## src/chained_hash_table_top_assert.svh

```systemverilog
// Assertion macros for the chained hash table.
// Included by the top level; expects clk and rst_n in scope.
`ifndef CHAINED_HASH_TABLE_TOP_ASSERT_SVH
`define CHAINED_HASH_TABLE_TOP_ASSERT_SVH

// Same-cycle implication.
`define CHT_ASSERT_NOW(lbl, ante, cons, msg) \
    lbl: assert property (@(posedge clk) disable iff (!rst_n) (ante) |-> (cons)) \
        else $error(msg);

// Next-cycle implication.
`define CHT_ASSERT_NEXT(lbl, ante, cons, msg) \
    lbl: assert property (@(posedge clk) disable iff (!rst_n) (ante) |=> (cons)) \
        else $error(msg);

`endif

```

## src/cht_ram.sv

```systemverilog
// Generic single-write, single-read RAM with registered read data.
// No dependencies.
module cht_ram #(
    parameter int WIDTH = 8,
    parameter int DEPTH = 256
) (
    input  logic                     clk,
    input  logic                     we,
    input  logic [$clog2(DEPTH)-1:0] waddr,
    input  logic [WIDTH-1:0]         wdata,
    input  logic [$clog2(DEPTH)-1:0] raddr,
    output logic [WIDTH-1:0]         rdata
);
    logic [WIDTH-1:0] mem [DEPTH];

    always_ff @(posedge clk)
    begin
        if (we)
        begin
            mem[waddr] <= wdata;
        end
        rdata <= mem[raddr];
    end
endmodule

```

## config.mk

```make
export PLATFORM = sky130hd
export DESIGN_NAME = cht_ram
export DESIGN_NICKNAME = d
export VERILOG_FILES = /design/src/chained_hash_table_top_assert.svh /design/src/cht_ram.sv
export SDC_FILE = /design/constraint.sdc
export NUM_CORES = 2
export LEC_CHECK = 0
export BUFFER_PORTS_ARGS = -buffer_cell sky130_fd_sc_hd__buf_2
export CAP_MARGIN = 20
export CELL_PAD_IN_SITES_DETAIL_PLACEMENT = 2
export CELL_PAD_IN_SITES_GLOBAL_PLACEMENT = 2
export CORE_MARGIN = 3
export CORE_UTILIZATION = 33
export CTS_CLUSTER_SIZE = 20
export DETAILED_ROUTE_END_ITERATION = 10
export GPL_TIMING_DRIVEN = 1
export HOLD_SLACK_MARGIN = 0.15
export PLACE_DENSITY_LB_ADDON = 0.1
export SYNTH_ARGS = -nofsm -noshare
export SYNTH_HDL_FRONTEND = slang
export SYNTH_SLANG_ARGS = --single-unit
```

## constraint.sdc

```tcl
create_clock -name clk -period 2.36 [get_ports clk]
set_input_delay 0.59 -clock clk [delete_from_list [all_inputs] [get_ports clk]]
set_output_delay 0.59 -clock clk [all_outputs]
set_load 0.01 [all_outputs]
```

==> results.cfg <==
[outcome]
run_status = finished with violations
violated_checks = setup timing

[clock_tree]
clkLatencyLatePin_ps = 880
cts_made_buffers = 226
cts_root_buffer = clkbuf_16
cts_sinks = 2056
path_clk_slew_ps = 60
cts_tree = yes
clock_tree.buffer_depth = 3
h_tree_lvls = 4

[global_route]
grt_first_pass_wirelength_mm = 364
grt_pass1_vias = 45800
grt-ovfl-total = 0
grt_antenna_before_repair = 15
globalRouteTotalUtil_pct = 20.6
largest_net_degree_at_the_start_of_global_routing = 93

[yosys]
synth.net_count = 3759
portion_of_the_post_synthesis_area_used_by_sequential_elements_pct = 77.5
post_synth_instance_area_mm2 = 0.0796
synth_area_per_cell_um2 = 21.3
dominantRegCellSynth = edfxtp_1
count_of_mapped_cells_out_of_synthesis = 3733
ys.warnings.count = 0
synth-seq-cells = 2056
ys_async_sr_fraction_pct = 0
synthDistinctLibCells = 55
number_of_flops_mapped_to_enable_cells_by_yosys = 2048

[setup_path]
critPathCaptureType = flip-flop
crit_path_max_fanout = 1
timing.critical_path.required_ps = 3090
data_arrival_time_of_the_critical_path_ps = 3270
worstSetupStartpointType = flip-flop
timing.setup.critical_path_class = flip-flop to flip-flop

[timing]
hold_viol_final = 0
final.setup.worst_slack_ps = -185
max_slew.worst_pin.slew_ps = 942
rsz0062_at_grt = true
achievable_clock_frequency_ghz = 0.393
finalMaxSlewViolations = 0
finalWorstPathRequiredPeriod_ps = 2540
period_share_pct = 108
setup_viol_count_final = 7
timing.slew.headroom_pct = 37.2
timing.clock.skew_ps = 34.3
final.setup.tns_ps = -610

[route]
num_vias = 41613
detail_route.iter0.violations = 3242
drc_errors = 0
routed_wl_mm = 254
drt-wirelength-per-cell_um = 31.8
viasPerCell = 5.20
drt_pass_1_iters = 7
postRouteAntennaNets = 0

[power]
netSwitchingFraction_pct = 22.1
sequentialPowerShare_pct = 50.6
ir_drop_uv = 601
power_leakage_nw = 32.1
clkPwrFrac_pct = 43.3
power_switching_w = 0.0176
internal_power_w = 0.0622
p_per_area_mw_per_mm2 = 811
combinationalPowerShare_pct = 6.2

[finish]
final_core_utilization_pct = 41.2
stdcell_count = 8003
filler_cell_count = 22306
final_cell_mix = edfxtp_1, buf_4, mux4_2
layout_commonest_cell = edfxtp_1
post_route_cells_drive_above_1_share_pct = 36.6
synthToLayoutAreaGrowth_pct = 23.6
layout.nets = 4665

[placed_design]
port_buffers = 33
dp_hpwl_mm = 171
dp_slack_ps = -1440
dp_cells = 7560
gp_routability_congestion = 0.810

[floorplanning]
die_height_um = 497
placeableCoreArea_mm2 = 0.239
design.die.area_mm2 = 0.247
die_width_um = 497
top_level_pins = 34
floorplan.rows = 179
start_util_pct = 33.3

[flow_run]
maxCapViolCount = 0

[min_path]
worst_hold_path_type = primary input to flip-flop
==> repair_timing <==
item	in CTS	in global routing
hold buffers	5	0
setup buffers	8	5
endpoints found under the setup margin	10	8
gates cloned	0	0
hold endpoints to repair	108	0
resized for setup	35	30
pin swaps	9	10
==> synthesized netlist by cell type, types with 2 or more instances <==
library cell	instances	area [um2]
o221ai_1	46	403
nand3_1	34	170
buf_2	31	155
o32ai_1	4	35.0
nand2_1	33	124
a311oi_1	2	17.5
a22o_1	8	70.1
o211ai_1	10	75.1
o22a_1	5	43.8
nand3b_1	2	15.0
o21ai_1	2	10.0
buf_4	27	203
a21oi_1	96	480
nor3_1	22	110
and3b_1	2	17.5
nor2_1	282	1060
o22ai_1	28	175
a2111oi_1	2	20.0
a31oi_1	2	12.5
nand2b_1	8	50.1
clkbuf_1	111	417
or2_2	4	25.0
buf_6	21	236
mux2i_1	134	1340
buf_1	22	82.6
o21ai_0	10	50.1
nand4_1	10	62.6
a2111oi_0	2	17.5
edfxtp_1	2048	61500
a211oi_1	16	120
nor2b_1	31	194
mux4_1	2	52.6
a221oi_1	13	114
mux4_2	454	10200
nor4_1	24	150
buf_8	13	195
nor4_2	3	37.5
a22oi_1	133	998
dfxtp_1	8	160
buf_12	8	160
and2_1	6	37.5
==> registers in the layout (all words and copies together), names as in the netlist <==
| register | cells |
|---|---|
| mem | 2048 |
| rdata | 8 |
==> final timing paths <==
path                            slack, ps  depth (start not counted)       start         end
worst max-delay path                 -180                          6  mem[82][4]    rdata[4]
worst min-delay path                  190                          1    wdata[4]  mem[34][4]
worst max register to register       -180                          6  mem[82][4]    rdata[4]
worst min register to register       1160                          6  mem[63][3]    rdata[3]
==> power by group through the flow <==
stage	registers (W)	logic, W	clock network [W]
floorplan	0.0411	0.00202	0
global placement	0.0411	0.00482	0
detailed placement	0.0411	0.00489	0
CTS	0.0403	0.00498	0.0356
global route	0.0403	0.00522	0.0370
finish	0.0403	0.00491	0.0345
==> cell families after synthesis <==
group	share of synthesized area, %
and+or+nand+nor	2.63
muxes	14.6
AOI/OAI and AO/OA	3.42
buffers and inverters	1.83
DFF	77.5
==> through the flow <==
| stage | hold slack, ps | power (W) | area, um2 |
|---|---|---|---|
| detailed placement | 969 | 0.0460 | 90600 |
| global placement | 976 | 0.0459 | 90600 |
| global route | 189 | 0.0825 | 98300 |
| CTS | 154 | 0.0809 | 98100 |
| finish | 194 | 0.0798 | 98400 |
| floorplan | 689 | 0.0431 | 79900 |
==> critical path: stages (launching register included) <==
cell and delay [ps]:
edfxtp_1 380, mux4_2 540, mux4_2 540, nor2b_4 170, nor4_4 530, buf_4 200
nor4_2 30
==> metal layers <==
| metal | wire length [um] | GRT usage (%) | vias up |
|---|---|---|---|
| met3 | 8090 | 2.33 | 267 |
| li1 | - | - | 17545 |
| met5 | 0 | 0 | - |
| met4 | 5260 | 4.77 | 0 |
| met1 | 116000 | 29.3 | 23055 |
| met2 | 124000 | 33.9 | 746 |
==> layout make-up <==
class	count	area [um2]	area share, %
Antenna cell	8	20.0	0.0204
Clock buffer	301	6100	6.20
Clock inverter	116	1060	1.08
Inverter	2	7.51	0.00763
Multi-Input combinational cell	1442	16900	17.2
Sequential cell	2056	61700	62.7
Tap cell	3167	3960	4.03
Timing Repair Buffer	911	8620	8.77
(Power assumes the default switching activity.)
