--- src/chained_hash_table_top_assert.svh ---
// Assertion macros for the chained hash table.
// Included by the top level; expects clk and rst_n in scope.
`ifndef CHAINED_HASH_TABLE_TOP_ASSERT_SVH
`define CHAINED_HASH_TABLE_TOP_ASSERT_SVH

// Same-cycle implication.
`define CHT_ASSERT_NOW(lbl, ante, cons, msg) \
    lbl: assert property (@(posedge clk) disable iff (!rst_n) (ante) |-> (cons)) \
        else $error(msg);

// Next-cycle implication.
`define CHT_ASSERT_NEXT(lbl, ante, cons, msg) \
    lbl: assert property (@(posedge clk) disable iff (!rst_n) (ante) |=> (cons)) \
        else $error(msg);

`endif

--- src/cht_pkg.sv ---
// Shared types and codes for the chained hash table.
// No dependencies.
package cht_pkg;

    localparam logic OP_INSERT = 1'b0;
    localparam logic OP_DELETE = 1'b1;

    localparam logic [2:0] ST_INSERTED = 3'd0;
    localparam logic [2:0] ST_UPDATED  = 3'd1;
    localparam logic [2:0] ST_DELETED  = 3'd2;
    localparam logic [2:0] ST_ABSENT   = 3'd3;
    localparam logic [2:0] ST_FULL     = 3'd4;

    localparam int KEY_PORT_BITS   = 32;
    localparam int VALUE_PORT_BITS = 32;
    localparam int CFG_BITS        = 9;
    localparam logic [CFG_BITS-1:0] CFG_RESET = 9'd256;

    typedef struct packed {
        logic        op;
        logic [31:0] key;
        logic [31:0] value;
    } cht_req_t;

    typedef struct packed {
        logic [2:0] status;
        logic [7:0] bucket_index;
        logic [8:0] entry_count;
    } cht_rsp_t;

    typedef struct packed {
        logic busy;
        logic done;
    } cht_div_stat_t;

endpackage

--- src/cht_mod_unit.sv ---
// Bit-serial restoring modulo unit: one dividend bit per cycle.
// Depends on cht_pkg (status struct).
module cht_mod_unit import cht_pkg::*; #(
    parameter int NUM_BITS = 32,
    parameter int REM_BITS = 10
) (
    input  logic                clk,
    input  logic                rst_n,
    input  logic                start,
    input  logic [NUM_BITS-1:0] dividend,
    input  logic [REM_BITS-1:0] modulus,
    output cht_div_stat_t       stat,
    output logic [REM_BITS-1:0] remainder
);
    localparam int CNT_W = (NUM_BITS > 1) ? $clog2(NUM_BITS) : 1;

    logic                busy_reg, busy_next;
    logic                done_reg, done_next;
    logic [CNT_W-1:0]    cnt_reg, cnt_next;
    logic [NUM_BITS-1:0] sh_reg, sh_next;
    logic [REM_BITS-1:0] rem_reg, rem_next;
    logic [REM_BITS-1:0] mod_reg, mod_next;
    logic [REM_BITS-1:0] trial;

    // remainder stays below the modulus, so the top bit is free for the shift
    assign trial = {rem_reg[REM_BITS-2:0], sh_reg[NUM_BITS-1]};

    always_comb
    begin
        busy_next = busy_reg;
        done_next = 1'b0;
        cnt_next  = cnt_reg;
        sh_next   = sh_reg;
        rem_next  = rem_reg;
        mod_next  = mod_reg;
        if (start)
        begin
            busy_next = 1'b1;
            cnt_next  = CNT_W'(NUM_BITS - 1);
            sh_next   = dividend;
            rem_next  = '0;
            mod_next  = modulus;
        end
        else if (busy_reg)
        begin
            sh_next  = sh_reg << 1;
            rem_next = (trial >= mod_reg) ? (trial - mod_reg) : trial;
            cnt_next = cnt_reg - 1'b1;
            if (cnt_reg == '0)
            begin
                busy_next = 1'b0;
                done_next = 1'b1;
            end
        end
    end

    always_ff @(posedge clk or negedge rst_n)
    begin
        if (!rst_n)
        begin
            busy_reg <= 1'b0;
            done_reg <= 1'b0;
            cnt_reg  <= '0;
        end
        else
        begin
            busy_reg <= busy_next;
            done_reg <= done_next;
            cnt_reg  <= cnt_next;
        end
    end

    always_ff @(posedge clk)
    begin
        sh_reg  <= sh_next;
        rem_reg <= rem_next;
        mod_reg <= mod_next;
    end

    assign stat.busy = busy_reg;
    assign stat.done = done_reg;
    assign remainder = rem_reg;
endmodule

--- config.mk ---
export PLATFORM = sky130hd
export DESIGN_NAME = cht_mod_unit
export DESIGN_NICKNAME = d
export VERILOG_FILES = /design/src/chained_hash_table_top_assert.svh /design/src/cht_pkg.sv /design/src/cht_mod_unit.sv
export SDC_FILE = /design/constraint.sdc
export NUM_CORES = 1
export LEC_CHECK = 0
export BUFFER_PORTS_ARGS = -buffer_cell sky130_fd_sc_hd__buf_4
export CELL_PAD_IN_SITES_DETAIL_PLACEMENT = 0
export CELL_PAD_IN_SITES_GLOBAL_PLACEMENT = 1
export CORE_UTILIZATION = 40
export CTS_BUF_LIST = sky130_fd_sc_hd__clkbuf_2 sky130_fd_sc_hd__clkbuf_4 sky130_fd_sc_hd__clkbuf_8
export DETAILED_ROUTE_END_ITERATION = 6
export GPL_ROUTABILITY_DRIVEN = 0
export PLACE_DENSITY = 0.7
export SLEW_MARGIN = 20
export SYNTH_ARGS = -nofsm -noshare
export SYNTH_HDL_FRONTEND = slang
export SYNTH_SLANG_ARGS = --single-unit
--- constraint.sdc ---
create_clock -name clk -period 2.83 [get_ports clk]
set_input_delay 0.7075 -clock clk [delete_from_list [all_inputs] [get_ports clk]]
set_output_delay 0.7075 -clock clk [all_outputs]
set_load 0.02 [all_outputs]
==> impl_metrics.json, run 1 <==
{
  "final-setup-viol-count": 0,
  "fin_area_sq_um": 3600,
  "worst_slew_pin_slew_ps": 461,
  "setup_slack_ps": 393,
  "sequential_share_of_the_synthesized_area": 0.565,
  "ant_nets": 0,
  "grtUsageTotal": 0.163,
  "dr_total_vias": 1835,
  "fp.coreArea_sq_um": 6910,
  "postSynth.asyncResetShare": 0.119,
  "syn_avg_cell_area_sq_um": 13.1,
  "final_nets": 341,
  "synth_compound_gate_area_share": 0.0916,
  "placement_setup_slack_ps": 403,
  "drive_above_1_share": 0.403,
  "timing.critical_path.cells": "inv_1 -> ha_1 -> inv_1 -> fa_1 -> a211oi_2 -> o21bai_2 -> a21oi_2 -> o311ai_4 -> buf_4 -> mux2i_1 -> a211oi_1",
  "drc": 0,
  "die_w_microns": 87.1,
  "cp_data_arrival_time_ps": 2680,
  "required_ps": 3080,
  "critical_path.endpoint_type": "flop",
  "viasPerCell": 4.78,
  "critical_path.most_common_cell": "inv_1",
  "yosysWarningCount": 0,
  "yosys.area_share.simple": 0.0726,
  "criticalPathCategory": "reg -> reg",
  "hold_path.class": "in -> async",
  "tritoncts_clock_tree": "done",
  "clk-insertion-delay-late_ps": 330,
  "dominantRegCellSynth": "edfxtp_1",
  "overflow": 0,
  "ir_drop_v": 0.000278,
  "critical-path-top-delay-family": "compound AO/OA/AOI/OAI gates",
  "clkSinkCount": 59,
  "first_global_vias": 1876,
  "placed_area_sq_um": 3420,
  "cp.buffers_inverters": 3,
  "cap_viol_max_count": 0,
  "post-route-period-util": 0.861,
  "diodes": 0,
  "number_of_violations_reported_at_the_end_of_detailed_routing_iteration_0": 83,
  "floorplan.die_area_sq_um": 7590,
  "finish.utilization": 0.521,
  "power_per_cell_area_nw_per_um2": 550,
  "synth_largest_type_area_fraction": 0.435,
  "fmax_ghz": 0.410,
  "area_growth_syn_to_layout_pct": 24.2,
  "synth_top_family_by_area": "multiplexers",
  "final_max_slew_viol_count": 0,
  "dp_hpwl_microns": 3730,
  "clock_slew_at_reported_path_ffs_ps": 70,
  "wl_per_cell_microns": 14.0,
  "start_kind": "flop",
  "io_pins": 57,
  "postSynthCellCount": 221,
  "fin_worst_skew_ps": 7.00,
  "post-synth-top-area-cell": "edfxtp_1",
  "start_util": 0.419,
  "synth-seq-cells": 59,
  "global_route_wire_length_before_repair_microns": 9090,
  "status": "completed",
  "maxSlewHeadroom": 0.692,
  "maximum_number_of_pins_on_one_net_before_global_route_repair": 33,
  "mappedNetlistNets": 279,
  "drt_first_pass_iters": 4,
  "leakagePower_nw": 1.50,
  "critPathSlowestCell": "fa_1",
  "fin_setup_tns_ps": 0,
  "synth_enable_flop_cells": 42,
  "cts-root-buf": "clkbuf_8",
  "yosys.cell_count.top_type": "edfxtp_1",
  "portBuffers": 56,
  "post_layout_min_period_ps": 2440,
  "synth.area.top_cells": "edfxtp_1 (44%), mux2_2 (12%), dfxtp_1 (6.9%)",
  "yosysUniqueCellTypes": 42,
  "grt_setup_unrepaired": "false",
  "critical_path_peak_fanout": 7,
  "synth_xor_area_frac": 0.0272,
  "antenna_found_initial": 0,
  "num_cts_buffers": 9,
  "drt-total-wl_microns": 5390,
  "fp.dieH_microns": 87.1,
  "rows": 30,
  "cts.htree.levels": 3,
  "number_of_instances_resized_during_post_cts_repair": 0,
  "finalHoldViolations": 0,
  "postCtsSetupBuffers": 0,
  "synthAdderAreaFrac": 0.0587,
  "synth_top_cells_by_count": "edfxtp_1 (42), mux2_2 (32), inv_1 (14)",
  "critical-path-max-stage-delay_ps": 420,
  "max-clock-path-buffers": 2,
  "post_synth_instance_area_sq_um": 2900,
  "largest_register_ffs": 32,
  "synth.mux.area_fraction": 0.149,
  "number_of_buffers_added_to_fix_hold_violations_after_cts": 0
}
[area by class of cell]
| type | instances | area, sq um |
|---|---|---|
| Tap cell | 96 | 120 |
| Multi-Input combinational cell | 138 | 1150 |
| Fill cell | 648 | 3310 |
| Clock buffer | 13 | 160 |
| Inverter | 14 | 52.6 |
| Sequential cell | 59 | 1640 |
| Timing Repair Buffer | 61 | 458 |
| Clock inverter | 3 | 15.0 |
[metal layers]
metal | global-route usage | vias to the layer above | share of wire
met5 | 0 | - | 0
met4 | 0.0864 | 0 | 0.019
met3 | 0.0588 | 9 | 0.055
met2 | 0.234 | 47 | 0.44
met1 | 0.216 | 850 | 0.49
li1 | - | 929 | -
[power breakdown]
part	internal [mW]	switching (mW)	total [mW]
combinational	0.146	0.117	0.263
sequential	1.00	0.0265	1.03
clock	0.367	0.320	0.687
total	1.51	0.464	1.98
[final timing paths]
check | start | slack [ps] | cells past startpoint | to
worst max-delay path | sh_reg[31]$_DFFE_PP_ | 390 | 11 | remainder[3]$_SDFFE_PP0P_
worst min-delay path | rst_n | 170 | 1 | cnt_reg[0]$_DFFE_PN0P_
worst max register to register | sh_reg[31]$_DFFE_PP_ | 390 | 11 | remainder[3]$_SDFFE_PP0P_
worst min register to register | remainder[9]$_SDFFE_PP0P_ | 460 | 2 | remainder[9]$_SDFFE_PP0P_
max in group asynchronous | rst_n | 2530 | 1 | cnt_reg[1]$_DFFE_PN0P_
min in group clk | remainder[9]$_SDFFE_PP0P_ | 460 | 2 | remainder[9]$_SDFFE_PP0P_
[cells in the final DEF (no fill, tap or decap), types with 2 or more instances in the layout]
cell type / count
o21a_1: 4
nor2_1: 10
inv_1: 14
dfrtp_1: 7
xor2_1: 3
a211oi_1: 4
nand2_1: 12
a21oi_1: 6
clkinv_2: 3
mux2_2: 32
clkbuf_8: 10
nor3_1: 4
mux2i_1: 7
nand2b_1: 6
o21ai_0: 10
dfxtp_1: 10
buf_4: 61
clkbuf_4: 3
edfxtp_1: 42
nand4_1: 2
ha_1: 12
xnor2_1: 6
[metrics by stage]
stage | hold slack, ps | cells | total power, mW
after floorplan | 412 | 221 | 1.21
after global placement | 446 | 368 | 1.31
after detailed placement | 457 | 368 | 1.31
after CTS | 156 | 384 | 2.00
after global routing | 153 | 384 | 2.08
final | 175 | 384 | 1.98
[cells by family after synthesis]
family | count (synthesis)
DFF | 59
xor gates and xnor gates | 9
muxes | 39
adders and majority gates | 13
AOI/OAI and AO/OA | 36
buffers and inverters | 24
and+or+nand+nor | 41
(Power assumes the default switching activity.)
==> run 2, diff against run 1 <==
- clock period: 2.83 -> 2.6 ns (I/O delays scaled with it)
==> impl_metrics.json, run 2 (same netlist as run 1, synthesis figures left out) <==
{
  "fp.dieH_microns": 87.1,
  "timing.reg2reg.worst_path_depth": 10,
  "most_common_library_cell_in_the_layout_ignoring_fill_and_taps": "buf_4",
  "number_of_violations_reported_at_the_end_of_detailed_routing_iteration_0": 103,
  "finalHoldViolations": 0,
  "fp.coreArea_sq_um": 6910,
  "r2r_slack_ps": 220,
  "cp_data_arrival_time_ps": 2600,
  "status": "completed",
  "cp.buffers_inverters": 2,
  "antenna_found_initial": 0,
  "timing.critical_path.cells": "inv_1 -> ha_1 -> inv_1 -> fa_2 -> a211oi_2 -> o21bai_2 -> a21oi_2 -> o311ai_4 -> and4bb_2 -> a211o_1",
  "design_power_total_mw": 2.43,
  "largest_register_ffs": 32,
  "final-setup-viol-count": 0,
  "grtUsageTotal": 0.158,
  "diodes": 0,
  "overflow": 0,
  "area_growth_syn_to_layout_pct": 26.9,
  "regArea_sq_um": 1640,
  "rows": 30,
  "critical-path-max-stage-delay_ps": 370,
  "portBuffers": 56,
  "ir_drop_v": 0.000292,
  "post_layout_min_period_ps": 2380,
  "fin_setup_tns_ps": 0,
  "power_per_cell_area_nw_per_um2": 661,
  "required_ps": 2820,
  "global_route_wire_length_before_repair_microns": 8890,
  "dp_hpwl_microns": 3810,
  "wl_per_cell_microns": 14.1,
  "dr_total_vias": 1887,
  "final_nets": 342,
  "fmax_ghz": 0.419,
  "hold_path.class": "in -> async",
  "maximum_number_of_pins_on_one_net_before_global_route_repair": 33,
  "drt-total-wl_microns": 5450,
  "clock_slew_at_reported_path_ffs_ps": 70,
  "number_of_buffers_added_to_fix_hold_violations_after_cts": 0,
  "timing.rr.end": "remainder[5]$_SDFFE_PP0P_",
  "final_max_slew_viol_count": 0,
  "critical_path.endpoint_type": "flop",
  "num_cts_buffers": 9,
  "multi_input_comb_area_sq_um": 1160,
  "max-clock-path-buffers": 2,
  "clk-insertion-delay-late_ps": 330,
  "postCtsSetupBuffers": 0,
  "clkSinkCount": 59,
  "drt_first_pass_iters": 4,
  "critical_path_peak_fanout": 4,
  "placement_setup_slack_ps": 189,
  "cap_viol_max_count": 0,
  "io_pins": 57,
  "timing.rr.start": "sh_reg[31]$_DFFE_PP_",
  "viasPerCell": 4.90,
  "critical-path-top-delay-family": "compound AO/OA/AOI/OAI gates",
  "tritoncts_clock_tree": "done",
  "cts-root-buf": "clkbuf_8",
  "drc": 0,
  "die_w_microns": 87.1,
  "post-route-period-util": 0.917,
  "first_global_vias": 1818,
  "ant_nets": 0,
  "fin_worst_skew_ps": 8.54,
  "grt_setup_unrepaired": "false",
  "start_util": 0.419,
  "n_fill_cell": 624,
  "criticalPathCategory": "reg -> reg",
  "leakagePower_nw": 1.53,
  "drive_above_1_share": 0.405,
  "layout_common_cells": "buf_4 (61), edfxtp_1 (42), mux2_2 (32), inv_1 (14)",
  "cts.htree.levels": 3,
  "worst_slew_pin_slew_ps": 412,
  "floorplan.die_area_sq_um": 7590,
  "start_kind": "flop",
  "number_of_instances_resized_during_post_cts_repair": 0,
  "critical_path.most_common_cell": "inv_1",
  "maxSlewHeadroom": 0.725,
  "critPathSlowestCell": "fa_2",
  "setup_slack_ps": 215
}
## run 2: changes by cell type in the layout (fill, tap and decap cells not counted)
cell and change:
fa_2 +1, clkinv_1 +1, buf_6 +1, clkinv_2 -3, clkbuf_8 -1, clkbuf_4 -1
clkinvlp_4 +1, bufinv_16 +3, fa_1 -1
## run 2: layout make-up
class / instances / area share
tap: 96 / 0.0327
timing repair buffer: 62 / 0.128
sequential: 59 / 0.445
clock inverter: 5 / 0.0276
multi-input combinational: 138 / 0.315
clock buffer: 11 / 0.0378
inverter: 14 / 0.0143
## run 2: worst max-delay path by stage
stage / start / endpoint / slack [ps] / depth (start not counted)
after floorplan: sh_reg[31]$_DFFE_PP_ / remainder[5]$_SDFFE_PP0P_ / 360 / 10
after global placement: sh_reg[31]$_DFFE_PP_ / remainder[3]$_SDFFE_PP0P_ / 240 / 11
after detailed placement: sh_reg[31]$_DFFE_PP_ / remainder[3]$_SDFFE_PP0P_ / 190 / 11
after CTS: sh_reg[31]$_DFFE_PP_ / remainder[3]$_SDFFE_PP0P_ / 160 / 11
after global routing: sh_reg[31]$_DFFE_PP_ / remainder[3]$_SDFFE_PP0P_ / 50 / 11
final: sh_reg[31]$_DFFE_PP_ / remainder[5]$_SDFFE_PP0P_ / 220 / 10
## run 2: where the power goes
group	switching, mW	internal, mW	leakage, nW	total (mW)
sequential	0.0290	1.09	0.590	1.12
clock	0.368	0.656	0.118	1.02
combinational	0.128	0.161	0.821	0.289
## run 2: layer usage
layer,track usage,wire [microns],vias up
met4,0.0805,120,0
met5,0,0,-
met1,0.210,2580,885
li1,-,-,939
met2,0.232,2450,49
met3,0.0493,298,14
## run 2: through the flow
step | instances | util | instance area (sq um) | hold slack (ps)
3_5_place_dp | 369 | 0.497 | 3430 | 448
2_1_floorplan | 221 | - | 2900 | 354
5_1_grt | 385 | 0.532 | 3680 | 98.4
4_1_cts | 385 | 0.531 | 3670 | 99.8
6_report | 385 | 0.532 | 3680 | 114
3_3_place_gp | 369 | 0.497 | 3430 | 440
==> run 3, diff against run 2 <==
- CAP_MARGIN: not set -> 10
- clock period: 2.6 -> 2.2 ns (I/O delays scaled with it)
==> impl_metrics.json, run 3 (same netlist as run 1, synthesis figures left out) <==
{
  "gr-max-usage-layer": "met2",
  "setup_slack_ps": -25.8,
  "io_pins": 57,
  "placed_area_sq_um": 3490,
  "power_per_cell_area_nw_per_um2": 715,
  "r2r_slack_ps": -30,
  "criticalPathCategory": "reg -> reg",
  "clock_slew_at_reported_path_ffs_ps": 70,
  "layout_common_cells": "buf_4 (71), edfxtp_1 (42), mux2_2 (31), inv_1 (12), nand2_1 (12)",
  "diodes": 0,
  "placed_cells_incl_taps": 375,
  "grtUsageTotal": 0.175,
  "cap_viol_max_count": 0,
  "first_global_vias": 1949,
  "most_common_library_cell_in_the_layout_ignoring_fill_and_taps": "buf_4",
  "maximum_number_of_pins_on_one_net_before_global_route_repair": 33,
  "drt-total-wl_microns": 5790,
  "die_w_microns": 87.1,
  "dr_total_vias": 1948,
  "cts.htree.levels": 3,
  "critical_path_peak_fanout": 5,
  "rows": 30,
  "finalHoldViolations": 0,
  "cp_data_arrival_time_ps": 2480,
  "failed_checks": "negative setup slack",
  "timing.rr.end": "remainder[1]$_SDFFE_PP0P_",
  "max-clock-path-buffers": 2,
  "fp.dieH_microns": 87.1,
  "area_growth_syn_to_layout_pct": 30.5,
  "overflow": 0,
  "ant_nets": 0,
  "post-route-period-util": 1.01,
  "grt.met2_usage": 0.268,
  "leakagePower_nw": 1.58,
  "required_ps": 2460,
  "drc": 0,
  "portBuffers": 56,
  "wl_per_cell_microns": 14.6,
  "floorplan.die_area_sq_um": 7590,
  "clk-insertion-delay-late_ps": 340,
  "final_cell_count_no_fill": 397,
  "number_of_violations_reported_at_the_end_of_detailed_routing_iteration_0": 85,
  "fmax_ghz": 0.449,
  "timing.reg2reg.worst_path_depth": 11,
  "fp.coreArea_sq_um": 6910,
  "status": "finished, violations left",
  "tritoncts_clock_tree": "done",
  "met1_usage": 0.225,
  "worst_slew_pin_slew_ps": 546,
  "timing.rr.start": "sh_reg[31]$_DFFE_PP_",
  "placement_setup_slack_ps": -77.6,
  "fin_worst_skew_ps": 10.7,
  "start_kind": "flop",
  "final_nets": 354,
  "num_cts_buffers": 9,
  "finish.utilization": 0.547,
  "timing.critical_path.from": "sh_reg[31]$_DFFE_PP_",
  "cts-root-buf": "clkbuf_8",
  "antenna_found_initial": 0,
  "final-setup-viol-count": 3,
  "dp_hpwl_microns": 3950,
  "critical_path.endpoint_type": "flop",
  "drive_above_1_share": 0.462,
  "viasPerCell": 4.91,
  "maxSlewHeadroom": 0.635,
  "ir_drop_v": 0.000445,
  "global_route_wire_length_before_repair_microns": 9670,
  "hold_path.class": "in -> async",
  "drt_first_pass_iters": 4,
  "post_layout_min_period_ps": 2230,
  "start_util": 0.419,
  "grt_setup_unrepaired": "true",
  "largest_register_ffs": 32,
  "clkSinkCount": 59,
  "grt_use_met3": 0.0521,
  "fin_area_sq_um": 3780,
  "final_max_slew_viol_count": 0
}
## run 3: worst max-delay path, cell delays in order (launching register included)
cell	delay (ps)
edfxtp_1	370
inv_2	90
ha_4	130
inv_2	30
fa_2	340
a211oi_2	200
o21bai_2	100
a21oi_2	200
o311ai_4	140
buf_6	180
mux2i_2	150
a211oi_2	210
## run 3: final cells by class
| class | count | area (sq um) |
|---|---|---|
| Multi-Input combinational cell | 138 | 1200 |
| Clock buffer | 10 | 131 |
| Inverter | 14 | 52.6 |
| Fill cell | 660 | 3130 |
| Timing Repair Buffer | 74 | 569 |
| Clock inverter | 6 | 66.3 |
| Sequential cell | 59 | 1640 |
| Tap cell | 96 | 120 |
## run 3: worst max path at each step
stage | end | slack, ps
2_1_floorplan | remainder[5]$_SDFFE_PP0P_ | 30
3_3_place_gp | remainder[1]$_SDFFE_PP0P_ | -50
3_5_place_dp | remainder[1]$_SDFFE_PP0P_ | -80
4_1_cts | remainder[5]$_SDFFE_PP0P_ | -60
5_1_grt | remainder[1]$_SDFFE_PP0P_ | -150
6_report | remainder[1]$_SDFFE_PP0P_ | -30
## run 3: report_power, final
group	switching (mW)	total, mW	internal [mW]
registers	0.0353	1.32	1.29
clock network	0.451	0.986	0.535
logic	0.170	0.392	0.222
total	0.657	2.70	2.04
## run 3: what timing repair did
item                                    CTS  global route
cloned                                    1             0
resized for setup                        10             4
endpoints found under the hold margin     0             0
setup buffers                             5             1
pin swaps                                12             7
hold buffers                              0             0
endpoints found under the setup margin    6            10
## run 3: layer usage
| metal | part of all wire | up-vias |
|---|---|---|
| met3 | 0.055 | 12 |
| li1 | - | 958 |
| met4 | 0.022 | 0 |
| met2 | 0.46 | 64 |
| met1 | 0.46 | 914 |
| met5 | 0 | - |
## run 3: stage by stage
stage	setup TNS, ps	power (mW)	hold slack, ps
2_1_floorplan	0	1.56	254
3_3_place_gp	-111	1.70	369
3_5_place_dp	-232	1.70	370
4_1_cts	-212	2.72	2.61
5_1_grt	-1120	2.81	8.66
6_report	-37.0	2.70	15.0
